File: config.mk
export PLATFORM = sky130hd
export DESIGN_NAME = sorted_insert_stack_top_flat
export DESIGN_NICKNAME = d
export VERILOG_FILES = /design/src/rtl/sis_pkg.sv /design/src/rtl/sis_req_if.sv /design/src/rtl/sis_rsp_if.sv /design/src/rtl/sis_ctrl.sv /design/src/rtl/sis_datapath.sv /design/src/rtl/sorted_insert_stack_top.sv /design/src/flat_wrapper.sv
export VERILOG_INCLUDE_DIRS = /design/src /design/src/rtl
export SDC_FILE = /design/constraint.sdc
export NUM_CORES = 2
export LEC_CHECK = 0
export ABC_AREA = 1
export BUFFER_PORTS_ARGS = -buffer_cell sky130_fd_sc_hd__buf_2
export CAP_MARGIN = 30
export CORE_MARGIN = 2
export CORE_UTILIZATION = 40
export DETAILED_ROUTE_END_ITERATION = 8
export PLACE_DENSITY_LB_ADDON = 0.2
export SYNTH_ARGS = -nofsm -noshare
export SYNTH_HDL_FRONTEND = slang
export SYNTH_SLANG_ARGS = --single-unit
File: constraint.sdc
create_clock -name clk -period 18.55 [get_ports clk]
set_clock_uncertainty 0.15 [all_clocks]
set_input_delay 0.9275 -clock clk [delete_from_list [all_inputs] [get_ports clk]]
set_output_delay 0.9275 -clock clk [all_outputs]
set_load 0.01 [all_outputs]
File: src/rtl/sorted_insert_stack_top_defines.svh
// assertion macros shared by the sorted insert stack modules
// no dependencies; included inside module bodies
`ifndef SORTED_INSERT_STACK_TOP_DEFINES_SVH
`define SORTED_INSERT_STACK_TOP_DEFINES_SVH

// same-cycle implication, disabled while reset is asserted
`define SIS_ASSERT_NOW(label, clk, rst_n, ante, cons) \
	label: assert property (@(posedge clk) disable iff (!(rst_n)) (ante) |-> (cons)) \
		else $error("sorted insert stack: same-cycle check failed");

// next-cycle implication, disabled while reset is asserted
`define SIS_ASSERT_NEXT(label, clk, rst_n, ante, cons) \
	label: assert property (@(posedge clk) disable iff (!(rst_n)) (ante) |=> (cons)) \
		else $error("sorted insert stack: next-cycle check failed");

`endif

File: src/rtl/sis_pkg.sv
// shared types and constants of the sorted insert stack
// no dependencies
package sis_pkg;

	localparam int DEPTH   = 16;
	localparam int CNT_W   = $clog2(DEPTH + 1);
	localparam int IDX_W   = $clog2(DEPTH);
	localparam int DATA_W  = 32;
	localparam int COUNT_W = 5;

	typedef enum logic [1:0] {
		OP_INSERT = 2'd0,
		OP_POP    = 2'd1,
		OP_PEEK   = 2'd2
	} op_t;

	typedef enum logic [1:0] {
		ST_OK       = 2'd0,
		ST_OVERFLOW = 2'd1,
		ST_EMPTY    = 2'd2
	} status_t;

	localparam logic signed [DATA_W-1:0] EMPTY_VALUE = -'sd1;

	// commands from the controller to the datapath
	typedef struct packed {
		logic load;  // capture the request payload
		logic exec;  // apply the captured operation and register the result
	} cmd_t;

endpackage

File: src/rtl/sis_req_if.sv
// request channel: operation and value, valid/ready handshake
// depends on sis_pkg
interface sis_req_if;
	logic                              valid;
	logic                              ready;
	logic [1:0]                        op;
	logic signed [sis_pkg::DATA_W-1:0] value;

	modport source (output valid, output op, output value, input ready);
	modport sink (input valid, input op, input value, output ready);
endinterface

File: src/rtl/sis_rsp_if.sv
// response channel: result value, status and count, valid/ready handshake
// depends on sis_pkg
interface sis_rsp_if;
	logic                               valid;
	logic                               ready;
	logic signed [sis_pkg::DATA_W-1:0]  value_res;
	logic [1:0]                         status;
	logic [sis_pkg::COUNT_W-1:0]        count;

	modport source (output valid, output value_res, output status, output count, input ready);
	modport sink (input valid, input value_res, input status, input count, output ready);
endinterface

File: src/rtl/sis_ctrl.sv
// controller state machine of the sorted insert stack
// depends on sis_pkg and sorted_insert_stack_top_defines.svh
module sis_ctrl (
	input  logic           clk,
	input  logic           arst_n,
	input  logic           req_valid,
	output logic           req_ready,
	output logic           rsp_valid,
	input  logic           rsp_ready,
	output sis_pkg::cmd_t  cmd
);
	import sis_pkg::*;

	typedef enum logic [1:0] {
		S_IDLE = 2'b01,
		S_EXEC = 2'b10
	} state_t;

	state_t state_q;
	logic   out_valid_q;
	logic   req_xfer;
	logic   rsp_xfer;

	assign rsp_xfer  = out_valid_q & rsp_ready;
	assign req_ready = (state_q == S_IDLE) & (~out_valid_q | rsp_ready);
	assign req_xfer  = req_valid & req_ready;

	assign cmd.load = req_xfer;
	assign cmd.exec = (state_q == S_EXEC);
	assign rsp_valid = out_valid_q;

	always_ff @(posedge clk or negedge arst_n) begin
		if (!arst_n) begin
			state_q <= S_IDLE;
		end else begin
			case (state_q)
				S_IDLE: begin
					if (req_xfer) begin
						state_q <= S_EXEC;
					end
				end
				S_EXEC: begin
					state_q <= S_IDLE;
				end
				default: begin
					state_q <= S_IDLE;
				end
			endcase
		end
	end

	always_ff @(posedge clk or negedge arst_n) begin
		if (!arst_n) begin
			out_valid_q <= 1'b0;
		end else if (cmd.exec) begin
			out_valid_q <= 1'b1;
		end else if (rsp_xfer) begin
			out_valid_q <= 1'b0;
		end
	end

`include "sorted_insert_stack_top_defines.svh"

	// the result register is always free when the update cycle loads it
	`SIS_ASSERT_NOW(a_exec_out_free, clk, arst_n, state_q == S_EXEC, !out_valid_q)
	// an accepted request is executed in the following cycle
	`SIS_ASSERT_NEXT(a_xfer_exec, clk, arst_n, req_xfer, state_q == S_EXEC)
	// the update cycle always leaves a result pending
	`SIS_ASSERT_NEXT(a_exec_result, clk, arst_n, state_q == S_EXEC, out_valid_q)

endmodule

File: src/rtl/sis_datapath.sv
// datapath of the sorted insert stack: sorted cell row, fill count, result register
// depends on sis_pkg and sorted_insert_stack_top_defines.svh
module sis_datapath (
	input  logic                              clk,
	input  logic                              arst_n,
	input  sis_pkg::cmd_t                     cmd,
	input  logic [1:0]                        op,
	input  logic signed [sis_pkg::DATA_W-1:0] value,
	output logic signed [sis_pkg::DATA_W-1:0] value_res,
	output logic [1:0]                        status,
	output logic [sis_pkg::COUNT_W-1:0]       count
);
	import sis_pkg::*;

	logic signed [DATA_W-1:0] entries_q [DEPTH];
	logic [CNT_W-1:0]         fill_q;
	op_t                      op_q;
	logic signed [DATA_W-1:0] value_q;

	logic signed [DATA_W-1:0] res_value_q;
	status_t                  res_status_q;
	logic [COUNT_W-1:0]       res_count_q;

	logic                     full;
	logic                     empty;
	logic [CNT_W-1:0]         fill_dec;
	logic [IDX_W-1:0]         top_idx;
	logic signed [DATA_W-1:0] top;
	logic [CNT_W-1:0]         eff_fill;
	logic [DEPTH-1:0]         ge;
	logic                     do_insert;
	logic [CNT_W-1:0]         fill_nxt;
	logic signed [DATA_W-1:0] res_value_nxt;
	status_t                  res_status_nxt;

	assign full     = (fill_q == CNT_W'(DEPTH));
	assign empty    = (fill_q == '0);
	assign fill_dec = fill_q - CNT_W'(1);
	assign top_idx  = fill_dec[IDX_W-1:0];
	assign top      = entries_q[top_idx];
	// when full and inserting, the top is dropped first
	assign eff_fill = full ? CNT_W'(DEPTH - 1) : fill_q;

	// per-cell compare: stored value at or above the new one
	always_comb begin
		for (int i = 0; i < DEPTH; i++) begin
			ge[i] = (CNT_W'(i) < eff_fill) && (entries_q[i] >= value_q);
		end
	end

	always_comb begin
		do_insert      = 1'b0;
		fill_nxt       = fill_q;
		res_value_nxt  = '0;
		res_status_nxt = ST_OK;
		case (op_q)
			OP_INSERT: begin
				if (full) begin
					res_status_nxt = ST_OVERFLOW;
					do_insert      = (value_q <= top);
				end else begin
					do_insert = 1'b1;
					fill_nxt  = fill_q + CNT_W'(1);
				end
			end
			OP_POP, OP_PEEK: begin
				if (empty) begin
					res_value_nxt  = EMPTY_VALUE;
					res_status_nxt = ST_EMPTY;
				end else begin
					res_value_nxt = top;
					if (op_q == OP_POP) begin
						fill_nxt = fill_dec;
					end
				end
			end
			default: begin
				fill_nxt = fill_q;
			end
		endcase
	end

	always_ff @(posedge clk) begin
		if (cmd.load) begin
			op_q    <= op_t'(op);
			value_q <= value;
		end
	end

	// cell row: shift up above the insertion point, new value at it
	always_ff @(posedge clk) begin
		if (cmd.exec && do_insert) begin
			for (int i = 0; i < DEPTH; i++) begin
				if (i > 0 && ge[(i > 0) ? i - 1 : 0]) begin
					entries_q[i] <= entries_q[(i > 0) ? i - 1 : 0];
				end else if (ge[i] || CNT_W'(i) == eff_fill) begin
					entries_q[i] <= value_q;
				end
			end
		end
	end

	always_ff @(posedge clk or negedge arst_n) begin
		if (!arst_n) begin
			fill_q <= '0;
		end else if (cmd.exec) begin
			fill_q <= fill_nxt;
		end
	end

	always_ff @(posedge clk) begin
		if (cmd.exec) begin
			res_value_q  <= res_value_nxt;
			res_status_q <= res_status_nxt;
			res_count_q  <= COUNT_W'(fill_nxt);
		end
	end

	assign value_res = res_value_q;
	assign status    = res_status_q;
	assign count     = res_count_q;

`include "sorted_insert_stack_top_defines.svh"

	`SIS_ASSERT_NOW(a_fill_bound, clk, arst_n, 1'b1, fill_q <= CNT_W'(DEPTH))
	`SIS_ASSERT_NEXT(a_pop_dec, clk, arst_n, cmd.exec && op_q == OP_POP && !empty, fill_q == CNT_W'($past(fill_q) - CNT_W'(1)))
	`SIS_ASSERT_NEXT(a_ins_inc, clk, arst_n, cmd.exec && op_q == OP_INSERT && !full, fill_q == CNT_W'($past(fill_q) + CNT_W'(1)))

endmodule

File: src/rtl/sorted_insert_stack_top.sv
// top level of the sorted insert stack: controller plus datapath
// depends on sis_pkg, sis_req_if, sis_rsp_if, sis_ctrl, sis_datapath
//
//  channel | dir | payload                         | handshake
//  --------+-----+---------------------------------+-------------
//  req     | in  | op[1:0], value[31:0]            | valid/ready
//  rsp     | out | value_res[31:0], status, count  | valid/ready
//
// each item has a capture step, then an update step in which
// the 16 cells compare against the new value in parallel and shift in one step
// the result sits in an output register; a request is taken only while that
// register is empty or its transfer happens in the same cycle, so a stalled
// response holds off the request side; no request is taken during an update
// reset clears the fill count and the controller; cells above the fill count are never read
module sorted_insert_stack_top (
	input  logic      clk,
	input  logic      arst_n,
	sis_req_if.sink   req,
	sis_rsp_if.source rsp
);
	import sis_pkg::*;

	// command bundle from the controller to the datapath
	cmd_t cmd;

	// controller: sequences capture and update, owns both handshakes
	sis_ctrl u_ctrl (
		.clk       (clk),
		.arst_n    (arst_n),
		.req_valid (req.valid),
		.req_ready (req.ready),
		.rsp_valid (rsp.valid),
		.rsp_ready (rsp.ready),
		.cmd       (cmd)
	);

	// datapath: sorted cell row, fill count and result register
	sis_datapath u_datapath (
		.clk       (clk),
		.arst_n    (arst_n),
		.cmd       (cmd),
		.op        (req.op),
		.value     (req.value),
		.value_res (rsp.value_res),
		.status    (rsp.status),
		.count     (rsp.count)
	);

endmodule
File: src/flat_wrapper.sv
// flat-port wrapper written by rule: the top's interface ports become plain ports
module sorted_insert_stack_top_flat import sis_pkg::*;
  (clk, arst_n, req_valid, req_op, req_value, req_ready, rsp_valid, rsp_value_res, rsp_status, rsp_count, rsp_ready);
  sis_req_if req_i ();
  sis_rsp_if rsp_i ();
  input  logic clk;
  input  logic arst_n;
  input wire logic [$bits(req_i.valid)-1:0] req_valid;
  input wire logic [$bits(req_i.op)-1:0] req_op;
  input wire logic [$bits(req_i.value)-1:0] req_value;
  output wire logic [$bits(req_i.ready)-1:0] req_ready;
  output wire logic [$bits(rsp_i.valid)-1:0] rsp_valid;
  output wire logic [$bits(rsp_i.value_res)-1:0] rsp_value_res;
  output wire logic [$bits(rsp_i.status)-1:0] rsp_status;
  output wire logic [$bits(rsp_i.count)-1:0] rsp_count;
  input wire logic [$bits(rsp_i.ready)-1:0] rsp_ready;
  assign req_i.valid = req_valid;
  assign req_i.op = req_op;
  assign req_i.value = req_value;
  assign req_ready = req_i.ready;
  assign rsp_valid = rsp_i.valid;
  assign rsp_value_res = rsp_i.value_res;
  assign rsp_status = rsp_i.status;
  assign rsp_count = rsp_i.count;
  assign rsp_i.ready = rsp_ready;
  sorted_insert_stack_top u_core (.clk(clk), .arst_n(arst_n), .req(req_i), .rsp(rsp_i));
endmodule
======== Yosys cells after proc, flatten, opt, wreduce, memory -nomap -nowiden ========
Memories as Yosys holds them, arrays and structs flattened.
Cells that the tools add are included.
operators by class
  bitwise gates (word level) .............. 20
  mux-type cells .......................... 138
  equal/unequal tests ..................... 21
  reduce and logical (&&, ||, !) cells .... 38
  $lt $le $gt $ge ......................... 33
  add/sub/neg operators ................... 2
operators by type and width
  kind                                                                          count
  32-bit >= comparator                                                          16
  32-bit two-way mux                                                            16
  1-bit two-way mux                                                             113
  4-bit by 5-bit equality test with 1-bit output (first input constant)         8
  4-bit by 5-bit less-than comparator with 1-bit output (first input constant)  8
  32-bit <= comparator                                                          1
  3-bit by 5-bit equality test with 1-bit output (first input constant)         4
  3-bit by 5-bit less-than comparator with 1-bit output (first input constant)  4
  5-bit two-way mux                                                             4
  1-bit logical AND                                                             17
  1-bit logical OR                                                              16
  1-bit OR                                                                      16
  2-bit by 5-bit equality test with 1-bit output (first input constant)         2
  5-bit logical NOT                                                             2
  1-bit by 5-bit less-than comparator with 1-bit output (first input constant)  2
  2-bit by 5-bit less-than comparator with 1-bit output (first input constant)  2
  5-bit case mux with 2 select lines                                            1
  2-bit two-way mux                                                             3
  5-bit by 1-bit adder with 5-bit output (second input constant)                1
  1-bit by 5-bit equality test with 1-bit output (first input constant)         1
  5-bit equality test (second input constant)                                   1
  5-bit by 1-bit subtractor with 5-bit output (second input constant)           1
  2-bit by 1-bit equality test with 1-bit output (second input constant)        2
  2-bit equality test (second input constant)                                   2
  other kinds (7)                                                               9
word-level totals
  input port bits ......................... 38
  logic and storage cells ................. 261
  memories kept ........................... 1
  output and inout port bits .............. 41
  bits in writable memories ............... 512
  flip-flop bits (word level) ............. 81
memory list
  name                         depth  width  rd ports  clocked after Yosys merged registers in  wr ports  line                source
  u_core.u_datapath.entries_q  16     32     17        0                                        16        sis_datapath.sv:15  logic signed [DATA_W-1:0] entries_q [DEPTH];

======== Logic depth before layout (Yosys ltp) ========
  word-level depth ........................ 10
  gate-level depth with buffers ........... 35

======== Modules after synthesis ========
Synthesis repeated with hierarchy kept, for this count alone.
second synthesis, totals
  cell total of the unflattened synthesis .. 5362
  area total of the unflattened synthesis .. 44098.5 um2
modules (own cells, without submodules)
  module        area each (um2)  cells an instance  instances
  sis_datapath  43959.7          5345               1
  sis_ctrl      138.9            17                 1

======== Worst setup path after synthesis ========
OpenSTA, ideal clock, no wires.
  path kind ............................... register -> register
  from .................................... reg u_core.u_datapath.fill_q[0]
  to ...................................... mem u_core.u_datapath.entries_q[7][0] (enable)
  required time ........................... 17.967 ns
  data arrival time ....................... 5.608 ns
  cell stages (with the launch flop) ...... 24
  path buffers ............................ 6
  path slack .............................. 12.359 ns
  period minus slack after synthesis ...... 6.191 ns
  path through ............................ dfrtp_1 clkbuf_1 inv_2 clkbuf_1 clkbuf_1 ha_1 inv_1 clkbuf_1 buf_1 a21oi_1 a221oi_1 o32ai_1 ha_1 nand2_1 nor2_1 nand2_1 nor3b_2 nand2_1 nand2_1 nand2_1 nand3_2 nand3_1 clkbuf_1 o22ai_1
RTL lines
  item                    line                 source
  from (decl)             sis_datapath.sv:16   logic [CNT_W-1:0] fill_q;
  from (signal assigned)  sis_datapath.sv:107  fill_q <= fill_nxt;
  to (decl)               sis_datapath.sv:15

==> metrics.txt <==
number of synthesized register bits 593; most common cell in the netlist nand2_1; final hold vios 0; Synth top area share 0.3995; Final HPWL DP 108.0 mm; ys flop type edfxtp_1; Hold Path Depth 0; largest net degree at the start of global routing 187; top cells by count, synth nand2_1, edfxtp_1, ha_1, nor2_1, nand4_1; status finished clean; reg2reg path depth 21; internal power 3223 uW; Post-synth ARST share 0.01349; Resize count post-CTS 0; Final period util 0.5060; CTS tree done; Critical Path Sink Type flip-flop; die width 335.6 um; worst path required time 18.77 ns; Critical Path Start Type flip-flop; max_cap viols 0; Post-CTS Setup Repair Bufs 0; Logic pwr share 0.491; # nets final 5,872; Synth cell types 45; Cells after Synth 5,374; R2R Path End u_core.u_datapath.entries_q[3][6]$_DFFE_PP_; hold_buf cts 1; initial antenna violation count 5; Worst Hold Path EP u_core.u_datapath.entries_q[0][11]$_DFFE_PP_; layout cells sized above 1 0.06700; first-pass GRT wire length 230.9 mm; Area Overhead vs Synth 9.159%; Pre-antenna DRT Iters 6; initial core utilization 0.4034; switching power 2847 uW; fmax 0.1065 GHz; crit path time final 9.387 ns; worst-path fanout max 184; vias in the first global route 37,433; Die Y 335.6 um; clock-pin slew on the worst setup and hold paths 0.06 ns; RSZ-0062 raised after global routing false; Die Area 112,600 um^2; Worst-Skew Late Latency 0.63 ns; reg-to-reg slack, setup 9.16 ns; RR Startpoint u_core.u_datapath.fill_q[0]$_DFFE_PN0P_; H-tree levels 3; syn nets 5,962; Netlist Area Pre-Place 43,970 um^2; syn avg cell area 8.182 um^2; Overflow after GRT 0; final number of setup-violating endpoints 0; FP Rows 121; switching share of power 0.4690; worst slew pin tran 1.141 ns; worst setup path class reg2reg; power density cells 126.5 nW/um^2; Yosys warning count 0; worst hold path type reg2reg; Total Wirelength 151.4 mm; RD Place Congestion 0.9055; clk root buf clkbuf_16; Flop pwr share 0.260; power share of the clock group 0.249; hold slack 0.3076 ns; sequential area share after synthesis 0.4041; vias per std cell 5.833; EDFF count, synth 585; Iter 0 DRT Violations 4,158; Hold Startpoint u_core.u_datapath.value_q[11]$_DFFE_PP_; IO Count 79; Num Clock Sinks 593; DRT antenna net count 0; Worst VDD drop 0.1962 mV; Final TNS setup 0 ns; worst rel slew slack 0.2395; routed len/inst 22.41 um; Arr. time, crit path 9.60 ns; # fillers 10,611; Leak 0.02125 uW; DRC 0; GRT Total Usage 0.2655; post-synth top area cell edfxtp_1; vias 39,422; I/O Buffers 78; area of the core 109,000 um^2; Slew Limit Fails 0; top cells by area, synth edfxtp_1, ha_1, nand2_1, nand4_1, o21ai_0; Num CTS Buffers 73; CTS Buffer Depth 3
[critical path, cell delays in order, from the launching register on]
cell and delay (ns):
dfrtp_4 0.98, inv_8 0.38, ha_4 0.97, buf_4 0.78, a21oi_1 0.09, a221oi_1 0.66
o32ai_1 0.27, ha_1 0.50, nand2_1 0.13, nor2_1 0.15, nand2_1 0.16, nor3b_2 0.33
nand2_1 0.12, nand2_1 0.07, nand2_1 0.06, nand3_2 0.10, nand2_4 0.18, clkinv_8 0.62
buf_4 0.93, nand3_2 0.92, nand2_1 0.25, nand2_1 0.08
[cells by family after synthesis]
kind of cell	synth area share
simple gates	0.2653
compound gates	0.1128
buf+inv	0.06035
flops	0.4041
fa+ha+maj	0.1565
xor+xnor	0.0009959
[metal layers]
| layer | track usage | up-vias | wire length (um) |
|---|---|---|---|
| met4 | 0.08368 | 6 | 4482 |
| met2 | 0.4258 | 1748 | 68810 |
| li1 | - | 18744 | - |
| met1 | 0.3661 | 18671 | 65230 |
| met3 | 0.04193 | 253 | 12850 |
| met5 | 0 | - | 43 |
[worst max path at each step]
stage,start,endpoint,depth (start not counted)
after global routing,u_core.u_datapath.fill_q[0]$_DFFE_PN0P_,u_core.u_datapath.entries_q[5][15]$_DFFE_PP_,21
final,u_core.u_datapath.fill_q[0]$_DFFE_PN0P_,u_core.u_datapath.entries_q[3][6]$_DFFE_PP_,21
after floorplan,u_core.u_datapath.fill_q[0]$_DFFE_PN0P_,u_core.u_datapath.entries_q[7][0]$_DFFE_PP_,23
after global placement,u_core.u_datapath.fill_q[0]$_DFFE_PN0P_,u_core.u_datapath.entries_q[5][25]$_DFFE_PP_,23
after CTS,u_core.u_datapath.fill_q[0]$_DFFE_PN0P_,u_core.u_datapath.entries_q[3][6]$_DFFE_PP_,21
after detailed placement,u_core.u_datapath.fill_q[0]$_DFFE_PN0P_,u_core.u_datapath.entries_q[3][6]$_DFFE_PP_,21
[state kept, by name, summed over array words and instances (netlist names)]
register	flops
u_core.u_datapath.value_q	32
u_core.u_ctrl.rsp_valid	1
u_core.u_datapath.value_res	32
u_core.u_datapath.count	5
u_core.u_datapath.status	2
u_core.u_ctrl.state_q	2
u_core.u_datapath.entries_q	512
u_core.u_datapath.fill_q	5
u_core.u_datapath.op_q	2
[final cells by class]
cell class,instances,area (um^2),area share
inverters,272,1046,0.02179
flip-flops and latches,593,17770,0.3703
clock buffers,95,2037,0.04244
clock inverters,39,429.2,0.008941
repair buffers,188,1279,0.02664
well taps,1414,1769,0.03686
multi-input cells,4156,23670,0.4930
diodes,1,2.502,0.00005213
[placed cells by master (no fill, tap or decap), drive strengths merged, types with 4 or more instances in the layout]
cell | synthesis | layout
clkinv | 0 | 29
a21o | 17 | 17
o22ai | 46 | 46
nand3 | 242 | 242
edfxtp | 585 | 585
nand4 | 366 | 366
ha | 550 | 550
dfrtp | 7 | 7
inv | 272 | 271
a221oi | 5 | 5
nor2 | 422 | 422
clkbuf | 213 | 95
o21ai | 361 | 361
o21a | 32 | 32
o211ai | 45 | 45
nand2 | 1693 | 1693
o221ai | 73 | 73
a21oi | 274 | 274
xor2 | 4 | 4
nor3b | 6 | 6
bufinv | 0 | 9
buf | 140 | 187
nor3 | 6 | 6
[power groups by stage]
stage	Sequential, uW	Clock (uW)	Combinational, uW
3_3_place_gp	1610	0	2850
6_report	1580	1510	2980
2_1_floorplan	1580	0	1820
4_1_cts	1580	1530	2900
3_5_place_dp	1610	0	2880
5_1_grt	1580	1580	3250
[per-stage QoR]
step | utilization | setup slack, ns | area [um^2] | total power (uW) | std cells
after floorplan | - | 12.36 | 43970 | 3394 | 5374
after global placement | 0.4169 | 9.425 | 45440 | 4451 | 6618
after detailed placement | 0.4176 | 9.430 | 45520 | 4487 | 6622
after CTS | 0.4403 | 9.430 | 48000 | 6011 | 6757
after global routing | 0.4403 | 8.842 | 48000 | 6412 | 6757
final | 0.4403 | 9.163 | 48000 | 6071 | 6758
No activity file was read; power rests on OpenSTA's default activity.
